**src/euclidean_rhythm_generator_macros.svh**
```systemverilog
// Assertion macros shared by the rhythm generator RTL.
`ifndef EUCLIDEAN_RHYTHM_GENERATOR_MACROS_SVH
`define EUCLIDEAN_RHYTHM_GENERATOR_MACROS_SVH

// same-cycle implication, disabled while reset is asserted
`define ERG_CHECK(label, ante, cons, msg) \
    label: assert property (@(posedge i_clk) disable iff (!i_rst_n) (ante) |-> (cons)) \
        else $error(msg);

// next-cycle implication, disabled while reset is asserted
`define ERG_CHECK_NEXT(label, ante, cons, msg) \
    label: assert property (@(posedge i_clk) disable iff (!i_rst_n) (ante) |=> (cons)) \
        else $error(msg);

`endif

```
**src/erg_pkg.sv**
```systemverilog
`timescale 1ns / 1ps

package erg_pkg;

    // longest pattern; longer requests saturate here
    localparam int MAX_STEPS   = 16;
    // group / step counts and group sizes, 0..MAX_STEPS
    localparam int CNT_W       = $clog2(MAX_STEPS + 1);
    // one group never exceeds the pattern length
    localparam int GRP_W       = MAX_STEPS;
    localparam int BIT_W       = (GRP_W > 1) ? $clog2(GRP_W) : 1;
    // grouping rounds before giving up with an empty pattern
    localparam int ROUND_GUARD = 64;
    localparam int ROUND_W     = $clog2(ROUND_GUARD);
    // stream payload widths
    localparam int IN_FLD_W    = 5;
    localparam int IN_W        = 16;
    localparam int OUT_W       = 16;
    // divider step counter
    localparam int STEP_W      = $clog2(CNT_W + 1);

    typedef enum logic [2:0] {
        S_IDLE,
        S_PREP,
        S_DIV,
        S_DECIDE,
        S_EMIT,
        S_FINISH
    } t_state;

    typedef struct packed {
        logic start;
    } t_div_ctl;

    typedef struct packed {
        logic busy;
        logic done;
    } t_div_stat;

endpackage

```
**src/erg_divider.sv**
```systemverilog
`timescale 1ns / 1ps

// Restoring divider, one quotient bit per cycle.
module erg_divider (
    input  logic                       i_clk,
    input  logic                       i_rst_n,
    input  erg_pkg::t_div_ctl          i_ctl,
    input  logic [erg_pkg::CNT_W-1:0]  i_numer,
    input  logic [erg_pkg::CNT_W-1:0]  i_denom,   // held stable while busy
    output logic [erg_pkg::CNT_W-1:0]  o_quot,
    output erg_pkg::t_div_stat         o_stat
);

    logic [erg_pkg::CNT_W-1:0]  r_rem;
    logic [erg_pkg::CNT_W-1:0]  r_quo;
    logic [erg_pkg::STEP_W-1:0] r_step;
    logic                       r_busy;
    logic                       r_done;

    logic [erg_pkg::CNT_W:0]    w_trial;
    logic [erg_pkg::CNT_W:0]    w_diff;
    logic                       w_fits;

    assign w_trial = {r_rem, r_quo[erg_pkg::CNT_W-1]};
    assign w_diff  = w_trial - {1'b0, i_denom};
    assign w_fits  = (w_trial >= {1'b0, i_denom});

    always_ff @(posedge i_clk) begin
        if (!i_rst_n) begin
            r_busy <= 1'b0;
            r_done <= 1'b0;
            r_step <= '0;
        end else begin
            r_done <= 1'b0;
            if (i_ctl.start) begin
                r_busy <= 1'b1;
                r_step <= erg_pkg::STEP_W'(erg_pkg::CNT_W);
            end else if (r_busy) begin
                r_step <= r_step - 1'b1;
                if (r_step == erg_pkg::STEP_W'(1)) begin
                    r_busy <= 1'b0;
                    r_done <= 1'b1;
                end
            end
        end
    end

    // numerator shifts out the top while quotient bits shift in at the bottom
    always_ff @(posedge i_clk) begin
        if (i_ctl.start) begin
            r_rem <= '0;
            r_quo <= i_numer;
        end else if (r_busy) begin
            r_rem <= w_fits ? w_diff[erg_pkg::CNT_W-1:0] : w_trial[erg_pkg::CNT_W-1:0];
            r_quo <= {r_quo[erg_pkg::CNT_W-2:0], w_fits};
        end
    end

    assign o_quot      = r_quo;
    assign o_stat.busy = r_busy;
    assign o_stat.done = r_done;

endmodule

```
**src/euclidean_rhythm_generator.sv**
```systemverilog
`timescale 1ns / 1ps

// Channel   Dir  Handshake                    Payload (low bit up)
// s (in)    in   i_s_tvalid / o_s_tready      i_s_tdata: pattern_length[4:0], pulse_count[9:5]
// m (out)   out  o_m_tvalid / i_m_tready      o_m_tdata: rhythm_bits[15:0]
//
// One item at a time. Each grouping round runs set-up, the bit-serial divider and a
// decision; writing the pattern costs one cycle per emitted step.
// Reset (i_rst_n low, synchronous) idles the sequencer and empties the output register.
// The result sits in an output register; a new item is taken while it waits,
// and only the final load waits on a stalled output.

`include "euclidean_rhythm_generator_macros.svh"

module euclidean_rhythm_generator (
    input  logic                      i_clk,
    input  logic                      i_rst_n,
    input  logic                      i_s_tvalid,
    output logic                      o_s_tready,
    input  logic [erg_pkg::IN_W-1:0]  i_s_tdata,   // [4:0] pattern_length, [9:5] pulse_count
    output logic                      o_m_tvalid,
    input  logic                      i_m_tready,
    output logic [erg_pkg::OUT_W-1:0] o_m_tdata    // [15:0] rhythm_bits
);

    erg_pkg::t_state r_state, n_state;

    // grouping state
    logic [erg_pkg::CNT_W-1:0]   r_len;
    logic [erg_pkg::CNT_W-1:0]   r_cnt1;    // note groups
    logic [erg_pkg::CNT_W-1:0]   r_cnt2;    // rest groups (divider result)
    logic [erg_pkg::CNT_W-1:0]   r_s1;      // note group size
    logic [erg_pkg::CNT_W-1:0]   r_s2;      // rest group size
    logic [erg_pkg::GRP_W-1:0]   r_g1;
    logic [erg_pkg::GRP_W-1:0]   r_g2;
    logic [erg_pkg::ROUND_W-1:0] r_round;

    // write-out state
    logic                        r_sel;     // 0: note groups, 1: trailing rest group
    logic [erg_pkg::CNT_W-1:0]   r_copy;    // groups left, this one included
    logic [erg_pkg::BIT_W-1:0]   r_bit;     // bit of the group, MSB first
    logic [erg_pkg::CNT_W-1:0]   r_pos;
    logic [erg_pkg::OUT_W-1:0]   r_pat;

    // output register
    logic                        r_out_valid;
    logic [erg_pkg::OUT_W-1:0]   r_out_data;

    // control
    logic                        w_accept;
    logic                        w_load_out;
    logic                        w_last_round;
    logic                        w_stop;
    logic                        w_emit_last;
    erg_pkg::t_div_ctl           w_div_ctl;
    erg_pkg::t_div_stat          w_div_stat;
    logic [erg_pkg::CNT_W-1:0]   w_quot;
    logic                        w_grouped;
    logic                        w_div_active;

    // datapath helpers
    logic [erg_pkg::IN_FLD_W-1:0] w_in_len;
    logic [erg_pkg::IN_FLD_W-1:0] w_in_pul;
    logic [erg_pkg::CNT_W-1:0]    w_len;
    logic [erg_pkg::CNT_W-1:0]    w_pul;
    logic [2*erg_pkg::CNT_W-1:0]  w_prod;
    logic [erg_pkg::CNT_W-1:0]    w_numer;
    logic [erg_pkg::GRP_W-1:0]    w_src;

    // ---------------- input clamp ----------------
    assign w_in_len = i_s_tdata[erg_pkg::IN_FLD_W-1:0];
    assign w_in_pul = i_s_tdata[2*erg_pkg::IN_FLD_W-1:erg_pkg::IN_FLD_W];

    always_comb begin
        if (w_in_len == '0) begin
            w_len = erg_pkg::CNT_W'(1);
        end else if (int'(w_in_len) > erg_pkg::MAX_STEPS) begin
            w_len = erg_pkg::CNT_W'(erg_pkg::MAX_STEPS);
        end else begin
            w_len = erg_pkg::CNT_W'(w_in_len);
        end
        if (w_in_pul == '0) begin
            w_pul = erg_pkg::CNT_W'(1);
        end else if (int'(w_in_pul) > int'(w_len)) begin
            w_pul = w_len;
        end else begin
            w_pul = erg_pkg::CNT_W'(w_in_pul);
        end
    end

    // steps left over for rest groups; never negative
    assign w_prod  = r_cnt1 * r_s1;
    assign w_numer = r_len - w_prod[erg_pkg::CNT_W-1:0];

    // ---------------- shared divider ----------------
    erg_divider u_div (
        .i_clk   (i_clk),
        .i_rst_n (i_rst_n),
        .i_ctl   (w_div_ctl),
        .i_numer (w_numer),
        .i_denom (r_s2),
        .o_quot  (w_quot),
        .o_stat  (w_div_stat)
    );

    // ---------------- sequencer ----------------
    assign w_accept     = i_s_tvalid && o_s_tready;
    assign w_stop       = (r_cnt2 <= erg_pkg::CNT_W'(1));
    assign w_last_round = (r_round == erg_pkg::ROUND_W'(erg_pkg::ROUND_GUARD - 1));
    assign w_src        = r_sel ? r_g2 : r_g1;
    assign w_emit_last  = (r_bit == '0) && (r_copy == erg_pkg::CNT_W'(1)) &&
                          (r_sel || (r_cnt2 == '0));

    always_comb begin
        n_state = r_state;
        case (r_state)
            erg_pkg::S_IDLE: begin
                if (w_accept) n_state = erg_pkg::S_PREP;
            end
            erg_pkg::S_PREP: begin
                n_state = erg_pkg::S_DIV;
            end
            erg_pkg::S_DIV: begin
                if (w_div_stat.done) n_state = erg_pkg::S_DECIDE;
            end
            erg_pkg::S_DECIDE: begin
                if (w_stop)            n_state = erg_pkg::S_EMIT;
                else if (w_last_round) n_state = erg_pkg::S_FINISH;
                else                   n_state = erg_pkg::S_PREP;
            end
            erg_pkg::S_EMIT: begin
                if (w_emit_last) n_state = erg_pkg::S_FINISH;
            end
            erg_pkg::S_FINISH: begin
                if (w_load_out) n_state = erg_pkg::S_IDLE;
            end
            default: begin
                n_state = erg_pkg::S_IDLE;
            end
        endcase
    end

    always_comb begin
        o_s_tready      = 1'b0;
        w_div_ctl.start = 1'b0;
        w_load_out      = 1'b0;
        case (r_state)
            erg_pkg::S_IDLE:   o_s_tready      = 1'b1;
            erg_pkg::S_PREP:   w_div_ctl.start = 1'b1;
            erg_pkg::S_FINISH: w_load_out      = !r_out_valid || i_m_tready;
            default: begin
            end
        endcase
    end

    always_ff @(posedge i_clk) begin
        if (!i_rst_n) begin
            r_state <= erg_pkg::S_IDLE;
        end else begin
            r_state <= n_state;
        end
    end

    // ---------------- grouping datapath ----------------
    always_ff @(posedge i_clk) begin
        case (r_state)
            erg_pkg::S_IDLE: begin
                if (w_accept) begin
                    r_len   <= w_len;
                    r_cnt1  <= w_pul;
                    r_s1    <= erg_pkg::CNT_W'(1);
                    r_s2    <= erg_pkg::CNT_W'(1);
                    r_g1    <= erg_pkg::GRP_W'(1);
                    r_g2    <= '0;
                    r_round <= '0;
                    r_pos   <= '0;
                    r_pat   <= '0;
                end
            end
            erg_pkg::S_DIV: begin
                if (w_div_stat.done) r_cnt2 <= w_quot;
            end
            erg_pkg::S_DECIDE: begin
                if (w_stop) begin
                    r_sel  <= 1'b0;
                    r_copy <= r_cnt1;
                    r_bit  <= erg_pkg::BIT_W'(r_s1 - 1'b1);
                end else begin
                    // rest group appended to note group; rest group swaps when
                    // rest groups no longer outnumber note groups
                    r_g1    <= (r_g1 << r_s2) | r_g2;
                    r_s1    <= r_s1 + r_s2;
                    if (r_cnt2 <= r_cnt1) begin
                        r_g2 <= r_g1;
                        r_s2 <= r_s1;
                    end
                    r_cnt1  <= (r_cnt1 > r_cnt2) ? r_cnt2 : r_cnt1;
                    r_round <= r_round + 1'b1;
                end
            end
            erg_pkg::S_EMIT: begin
                // steps past the output width drop off the shift
                if (w_src[r_bit]) r_pat <= r_pat | (erg_pkg::OUT_W'(1) << r_pos);
                r_pos <= r_pos + 1'b1;
                if (r_bit != '0) begin
                    r_bit <= r_bit - 1'b1;
                end else if (r_copy != erg_pkg::CNT_W'(1)) begin
                    r_copy <= r_copy - 1'b1;
                    r_bit  <= erg_pkg::BIT_W'((r_sel ? r_s2 : r_s1) - 1'b1);
                end else begin
                    r_sel  <= 1'b1;
                    r_copy <= erg_pkg::CNT_W'(1);
                    r_bit  <= erg_pkg::BIT_W'(r_s2 - 1'b1);
                end
            end
            default: begin
            end
        endcase
    end

    // ---------------- output register ----------------
    always_ff @(posedge i_clk) begin
        if (!i_rst_n) begin
            r_out_valid <= 1'b0;
        end else if (w_load_out) begin
            r_out_valid <= 1'b1;
        end else if (i_m_tready) begin
            r_out_valid <= 1'b0;
        end
    end

    always_ff @(posedge i_clk) begin
        if (w_load_out) r_out_data <= r_pat;
    end

    assign o_m_tvalid = r_out_valid;
    assign o_m_tdata  = r_out_data;

    // ---------------- checks ----------------
    assign w_grouped    = (r_state == erg_pkg::S_DECIDE) || (r_state == erg_pkg::S_EMIT);
    assign w_div_active = w_div_stat.busy || w_div_stat.done;

    `ERG_CHECK_NEXT(a_busy_after_accept, w_accept, !o_s_tready, "ready right after accept")
    `ERG_CHECK(a_div_denom, r_state == erg_pkg::S_DIV, r_s2 != '0, "zero rest group size")
    `ERG_CHECK(a_notes_left, w_grouped, r_cnt1 != '0 && r_s1 <= r_len, "note groups lost")
    `ERG_CHECK(a_div_owner, w_div_active, r_state == erg_pkg::S_DIV, "divider active late")

endmodule
```
**config.mk**
```make
export PLATFORM = sky130hd
export DESIGN_NAME = euclidean_rhythm_generator
export DESIGN_NICKNAME = d
export VERILOG_FILES = /design/src/erg_pkg.sv /design/src/erg_divider.sv /design/src/euclidean_rhythm_generator.sv
export VERILOG_INCLUDE_DIRS = /design/src /design/src/src
export SDC_FILE = /design/constraint.sdc
export NUM_CORES = 1
export LEC_CHECK = 0
export BUFFER_PORTS_ARGS = -buffer_cell sky130_fd_sc_hd__buf_2
export CAP_MARGIN = 20
export CELL_PAD_IN_SITES_DETAIL_PLACEMENT = 1
export CELL_PAD_IN_SITES_GLOBAL_PLACEMENT = 2
export CORE_MARGIN = 2
export CORE_UTILIZATION = 35
export DETAILED_ROUTE_END_ITERATION = 8
export PLACE_DENSITY = 0.68
export SYNTH_ARGS = -nofsm -noshare
export SYNTH_HDL_FRONTEND = slang
export SYNTH_SLANG_ARGS = --single-unit
```
**constraint.sdc**
```tcl
create_clock -name i_clk -period 6.7 [get_ports i_clk]
set_clock_uncertainty 0.2 [all_clocks]
set_input_delay 0.335 -clock i_clk [delete_from_list [all_inputs] [get_ports i_clk]]
set_output_delay 0.335 -clock i_clk [all_outputs]
set_load 0.05 [all_outputs]
```
Word-level counts from Yosys, hierarchy flattened
Index checks and enable logic that the tools add are counted.
{"block": "word_totals", "regBits": 129, "elab_cells": 162, "output_inout_bits": 18}
{"block": "op_classes", "n_lt_le_gt_ge": 7, "reduce_logical": 30, "addsub": 11, "n_mux": 65, "mul": 1, "bitwise_logic": 4, "shift": 2, "n_eq_ne": 20}
{"cell": "16-bit two-way mux", "n": 7}
{"cell": "16-bit case mux with 2 select lines", "n": 3}
{"cell": "5-bit two-way mux", "n": 18}
{"cell": "5-bit case mux with 2 select lines", "n": 5}
{"cell": "16-bit bitwise OR", "n": 2}
{"cell": "3-bit two-way mux", "n": 8}
{"cell": "2-bit != test, second input constant", "n": 10}
{"cell": "3-bit case mux with 6 select lines", "n": 1}
{"cell": "4-bit two-way mux", "n": 4}
{"cell": "4-bit AND reduction", "n": 4}
{"cell": "1-bit by 5-bit << shifter with 16-bit output, first input constant", "n": 1}
{"cell": "16-bit by 5-bit << shifter with 16-bit output", "n": 1}
{"cell": "4-bit by 1-bit subtractor with 4-bit output, second input constant", "n": 4}
{"cell": "5-bit logical NOT", "n": 3}
{"cell": "1-bit two-way mux", "n": 13}
{"cell": "6-bit two-way mux", "n": 2}
{"cell": "6-bit case mux with 2 select lines", "n": 1}
{"cell": "5-bit > comparator", "n": 2}
{"cell": "2-bit nonzero test", "n": 5}
{"cell": "5-bit subtractor", "n": 2}
{"cell": "3-bit AND reduction", "n": 3}
{"cell": "4-bit case mux with 2 select lines", "n": 1}
{"cell": "2-bit AND reduction", "n": 4}
{"cell": "6-bit by 1-bit adder with 6-bit output, second input constant", "n": 1}
{"cell": "28 further kinds", "n": 35}

Logic depth before layout (Yosys ltp)
{"block": "logic_depth", "ltp_word": 8, "ltp_mapped": 10, "ltp_nobuf": 10}

By module
From an unflattened synthesis, not the netlist that was laid out.
{"block": "hier_totals", "hier_cells": 673, "hier_area_um2": 7527.2}
{"module": "euclidean_rhythm_generator", "n_inst": 1, "cells_per_inst": 576, "area_each_um2": 6613.8, "seq_area_each_um2": 3383.2}
{"module": "erg_divider", "n_inst": 1, "cells_per_inst": 97, "area_each_um2": 913.4, "seq_area_each_um2": 350.3}

Least setup slack after synthesis
No wires, ideal clock.
{"block": "synth_timing", "path_kind": "reg2reg", "start": "register r_state[1]", "end": "register r_g2[0] in the netlist's numbering (enable)", "t_arrival_ns": 3.945, "n_path_buf": 0, "slack_ns": 2.176, "setup_time_ns": 0.379, "path_stages_with_launch": 5, "period_less_slack_ns": 4.524, "path_cell_list": "dfxtp_1 > nor3_1 > nand2_1 > a21oi_1 > o21a_1"}
{"block": "synth_via", "elab_chain_len": 5, "elab_cells_between_ends": 9, "cone_classes": "eq/ne: 4; mux: 1; reduce/logical: 4"}
{"element": "from (decl)", "line": "euclidean_rhythm_generator.sv:26", "text": "erg_pkg::t_state r_state, n_state;"}
{"element": "from (signal assigned)", "line": "euclidean_rhythm_generator.sv:158", "text": "r_state <= erg_pkg::S_IDLE;"}
{"element": "from (signal assigned)", "line": "euclidean_rhythm_generator.sv:160", "text": "r_state <= n_state;"}
{"element": "3-bit logical NOT", "line": "euclidean_rhythm_generator.sv:147", "text": "case (r_state)"}
{"element": "1-bit two-way mux", "line": "euclidean_rhythm_generator.sv:147"}
{"element": "net o_s_tready", "line": "euclidean_rhythm_generator.sv:19", "text": "output logic o_s_tready,"}
{"element": "1-bit logical AND", "line": "euclidean_rhythm_generator.sv:107", "text": "assign w_accept = i_s_tvalid && o_s_tready;"}
{"element": "2-bit != test (no source line)"}
{"element": "4-bit AND reduction (no source line)"}
{"element": "to (signal assigned)", "line": "euclidean_rhythm_generator.sv:194", "text": "r_g2 <= r_g1;"}
{"element": "to (decl)", "line": "euclidean_rhythm_generator.sv:35", "text": "logic [erg_pkg::GRP_W-1:0] r_g2;"}
The timed path passes the listed nets, and every way through them passes these cells.
A chain may end at the register's enable or synchronous reset.

Worst setup path after layout
{"block": "layout_timing", "start": "register r_s1[1] in the netlist's numbering", "end": "register u_div.r_quo (netlist bit u_div.o_quot[4]), data pin"}
{"block": "layout_via", "elab_chain_len": 3}
{"element": "from (decl)", "line": "euclidean_rhythm_generator.sv:32", "text": "logic [erg_pkg::CNT_W-1:0] r_s1;"}
{"element": "from (signal assigned)", "line": "euclidean_rhythm_generator.sv:171", "text": "r_s1 <= erg_pkg::CNT_W'(1);"}
{"element": "from (signal assigned)", "line": "euclidean_rhythm_generator.sv:192", "text": "r_s1 <= r_s1 + r_s2;"}
{"element": "5-bit by 5-bit multiplier with 5-bit output", "line": "euclidean_rhythm_generator.sv:92", "text": "assign w_prod = r_cnt1 * r_s1;"}
{"element": "5-bit subtractor", "line": "euclidean_rhythm_generator.sv:93", "text": "assign w_numer = r_len - w_prod[erg_pkg::CNT_W-1:0];"}
{"element": "5-bit two-way mux", "line": "erg_divider.sv:50", "text": "if (i_ctl.start) begin"}
{"element": "to (signal assigned)", "line": "erg_divider.sv:52", "text": "r_quo <= i_numer;"}
{"element": "to (signal assigned)", "line": "erg_divider.sv:55", "text": "r_quo <= {r_quo[erg_pkg::CNT_W-2:0], w_fits};"}
{"element": "to (decl)", "line": "erg_divider.sv:15", "text": "logic [erg_pkg::CNT_W-1:0] r_quo;"}
No other way between the ends.

==> key figures <==
Outcome
  – Run status: finished, final reports clean

Drt
  – WL met2: 8.64 mm
  – Highest Signal Layer: met4
  – Initial drt markers: 277
  – DRT antenna net count: 0
  – Met3 WL post-DR: 557 um
  – Routed wire per std cell: 18.6 um
  – Vias after detailed routing: 5019
  – M1 wire length: 8.53 mm
  – Post-route DRC: 0
  – WL final: 17.9 mm
  – Router iterations before antenna repair: 4
  – Vias per cell: 5.23

Timing
  – Final worst-path cycle share: 0.483
  – Worst slew pin tran: 1080 ps
  – Final setup viols: 0
  – Setup TNS: 0 ps
  – Minimum hold slack: 46.7 ps
  – Unrepaired setup endpoints after global routing: no
  – Final Hold Vio Count: 0
  – Fin crit period: 3230 ps
  – Slew Viols, Final: 0
  – Slew HR: 0.279
  – F_max: 309 MHz

Setup path
  – Worst path required time: 6650 ps
  – CP Data Arrival Time: 3190 ps
  – CP Max Fanout: 7
  – CP peak stage delay: 540 ps
  – Crit end category: register
  – Crit start category: register
  – Kind of critical path: reg2reg
  – Slowest CP cell: edfxtp_1
  – Cell Chain, Critical Path: and2_1, fa_1, ha_1, ha_1, inv_1, ha_1, a21oi_1, o21ai_0, xnor2_1, o21ai_0
  – CP most frequent cell: ha_1

Global route
  – First-pass GRT wire length: 29.1 mm
  – Initial antenna violation count: 0
  – Vias in the first global route: 5298
  – Global route total overflow: 0
  – Largest net degree at the start of global routing: 37
  – Overall routing resource usage: 0.171

Place
  – IO buf count: 31
  – Placed Instances: 926
  – RD Place Congestion: 0.769
  – Hpwl dp: 12.6 mm

Pwr
  – PwrDens: 402 nW/um^2
  – Maximum vdd drop: 0.000178 V
  – Leakage power: 3.28 nW

CTS
  – Clock latency on the worst-skew pair: 420 ps
  – TritonCTS buffer count: 17
  – Clk sinks: 129
  – Clock buffer depth: 2
  – Post-CTS Setup Bufs: 0
  – CTS clk-pin slew, worst paths: 60 ps
  – CTS H-tree lvls: 4
  – CTS tree: done
  – CTS root buffer: clkbuf_16

Floorplan
  – Core ar.: 20400 um^2
  – Site Rows: 52
  – Die Y-Extent: 148 um
  – Die area: 22000 um^2
  – Initial Util: 0.359
  – Ports: 38
  – DIE WIDTH: 148 um

Logic synthesis
  – Syn_nets: 710
  – Distinct cells, synth: 62
  – Post-synthesis sequential area ratio: 0.511
  – Synthesized area per cell: 11.3 um^2
  – Post-Syn Instances: 646
  – Ys async rst share: 0
  – Yosys warning total: 0
  – #FFs+latches synth: 129
  – Top_reg_cell synth: edfxtp_1
  – Synth top area cells: edfxtp_1 (47%), ha_1 (6.7%), mux2i_1 (4.1%)
  – Synth top area share: 0.473
  – Area of the mapped netlist: 7300 um^2
  – Number of enable flip-flop cells after synthesis: 115
  – Area leader, netlist: edfxtp_1

Layout
  – Antenna fix cells: 0
  – Layout cells sized above 1: 0.133
  – Nets: 741
  – Finished Layout Cells: 960
  – Synthesis-to-finish area growth: 13.9%

Run
  – Max-cap violations: 0

Hold path
  – Hold WC Path Type: in2reg
## report_power, final
group	total [W]	switching [W]	internal, W
combinational	0.00116	0.000656	0.000506
clock	0.000865	0.000382	0.000483
sequential	0.00131	0.000188	0.00112
total	0.00334	0.00123	0.00211
## synthesized netlist by cell type, types with 6 or more instances
library cell,count
and2_1,29
ha_1,39
nand3_1,9
nor2_1,64
mux2_2,12
a21oi_1,53
xnor2_1,17
mux4_1,6
dfxtp_1,14
clkbuf_1,18
xor2_1,15
nor3_1,7
mux2i_1,30
o21ai_0,24
nor2b_1,9
nand2b_1,6
inv_1,41
nand2_1,47
edfxtp_1,115
## worst max-delay path: cells and delay by family, from the launching register on
family                   cells  cell delay (ps)
adder cells (fa/ha/maj)      4             1360
flip-flops                   1              540
AO/OA/AOI/OAI                3              380
AND/OR/NAND/NOR              1              230
XOR/XNOR                     1              220
buffers and inverters        1               40
## state kept, by name, indices dropped and copies added, names as in the netlist, 4 cells and up
name,flops
r_cnt1,5
u_div.o_quot,5
r_round,6
u_div.r_rem,5
r_g1,16
r_bit,4
r_cnt2,5
r_copy,5
r_s2,5
r_pos,5
r_s1,5
r_g2,16
r_pat,16
r_len,5
o_m_tdata,16
## kinds of logic (layout without fill, tap and decap cells)
family	after synthesis	in the layout	synth area share
and+or+nand+nor	193	193	0.130
xor gates and xnor gates	32	32	0.0384
adders and majority gates	44	44	0.0805
AOI/OAI and AO/OA	127	127	0.106
DFF	129	129	0.511
buffers and inverters	68	112	0.0367
muxes	53	53	0.0967
## layer usage
metal | global-route usage | vias up
li1 | - | 2417
met1 | 0.236 | 2523
met2 | 0.281 | 67
met3 | 0.0316 | 12
met4 | 0.0443 | 0
met5 | 0 | -
## cells in the final DEF, fill, tap and decap left out, drive strengths merged, types with 6 or more instances in the layout
cell type / count
mux2i: 30
nand3: 9
mux2: 12
nor2b: 9
and2: 29
edfxtp: 115
clkinv: 8
a21oi: 54
xor2: 15
clkbuf: 17
inv: 47
buf: 37
nand2b: 6
xnor2: 17
nor3: 7
ha: 39
mux4: 11
nand2: 47
dfxtp: 14
nor2: 64
o21ai: 26
## worst paths after layout
| path | from | slack (ps) | depth (start not counted) | to |
|---|---|---|---|---|
| setup reg to reg | r_s1[1] | 3470 | 10 | u_div.o_quot[4] |
| hold reg to reg | u_div.o_quot[1] | 260 | 0 | r_cnt2[1] |
| setup / recovery | r_s1[1] | 3470 | 10 | u_div.o_quot[4] |
| hold / removal | i_rst_n | 50 | 2 | r_state[2] |
## metrics by stage
step | util | worst slack (ps) | instance area [um^2] | power [W]
floorplan | - | 2180 | 7300 | 0.00213
global placement | 0.379 | 3520 | 7720 | 0.00243
detailed placement | 0.379 | 3480 | 7720 | 0.00248
CTS | 0.407 | 3430 | 8290 | 0.00337
global route | 0.408 | 3290 | 8320 | 0.00358
finish | 0.408 | 3470 | 8320 | 0.00334
## layout make-up
class,count,area [um^2]
Clock buffer,17,425
Clock inverter,15,128
Timing Repair Buffer,38,230
Multi-Input combinational cell,449,3300
Tap cell,270,338
Inverter,42,158
Sequential cell,129,3730
Fill cell,2210,12000
## what timing repair did
action,CTS,global route
hold buffers,1,0
gates resized for setup,0,0
endpoints found under the hold margin,1,0
Power figures use the tool's default switching activity.
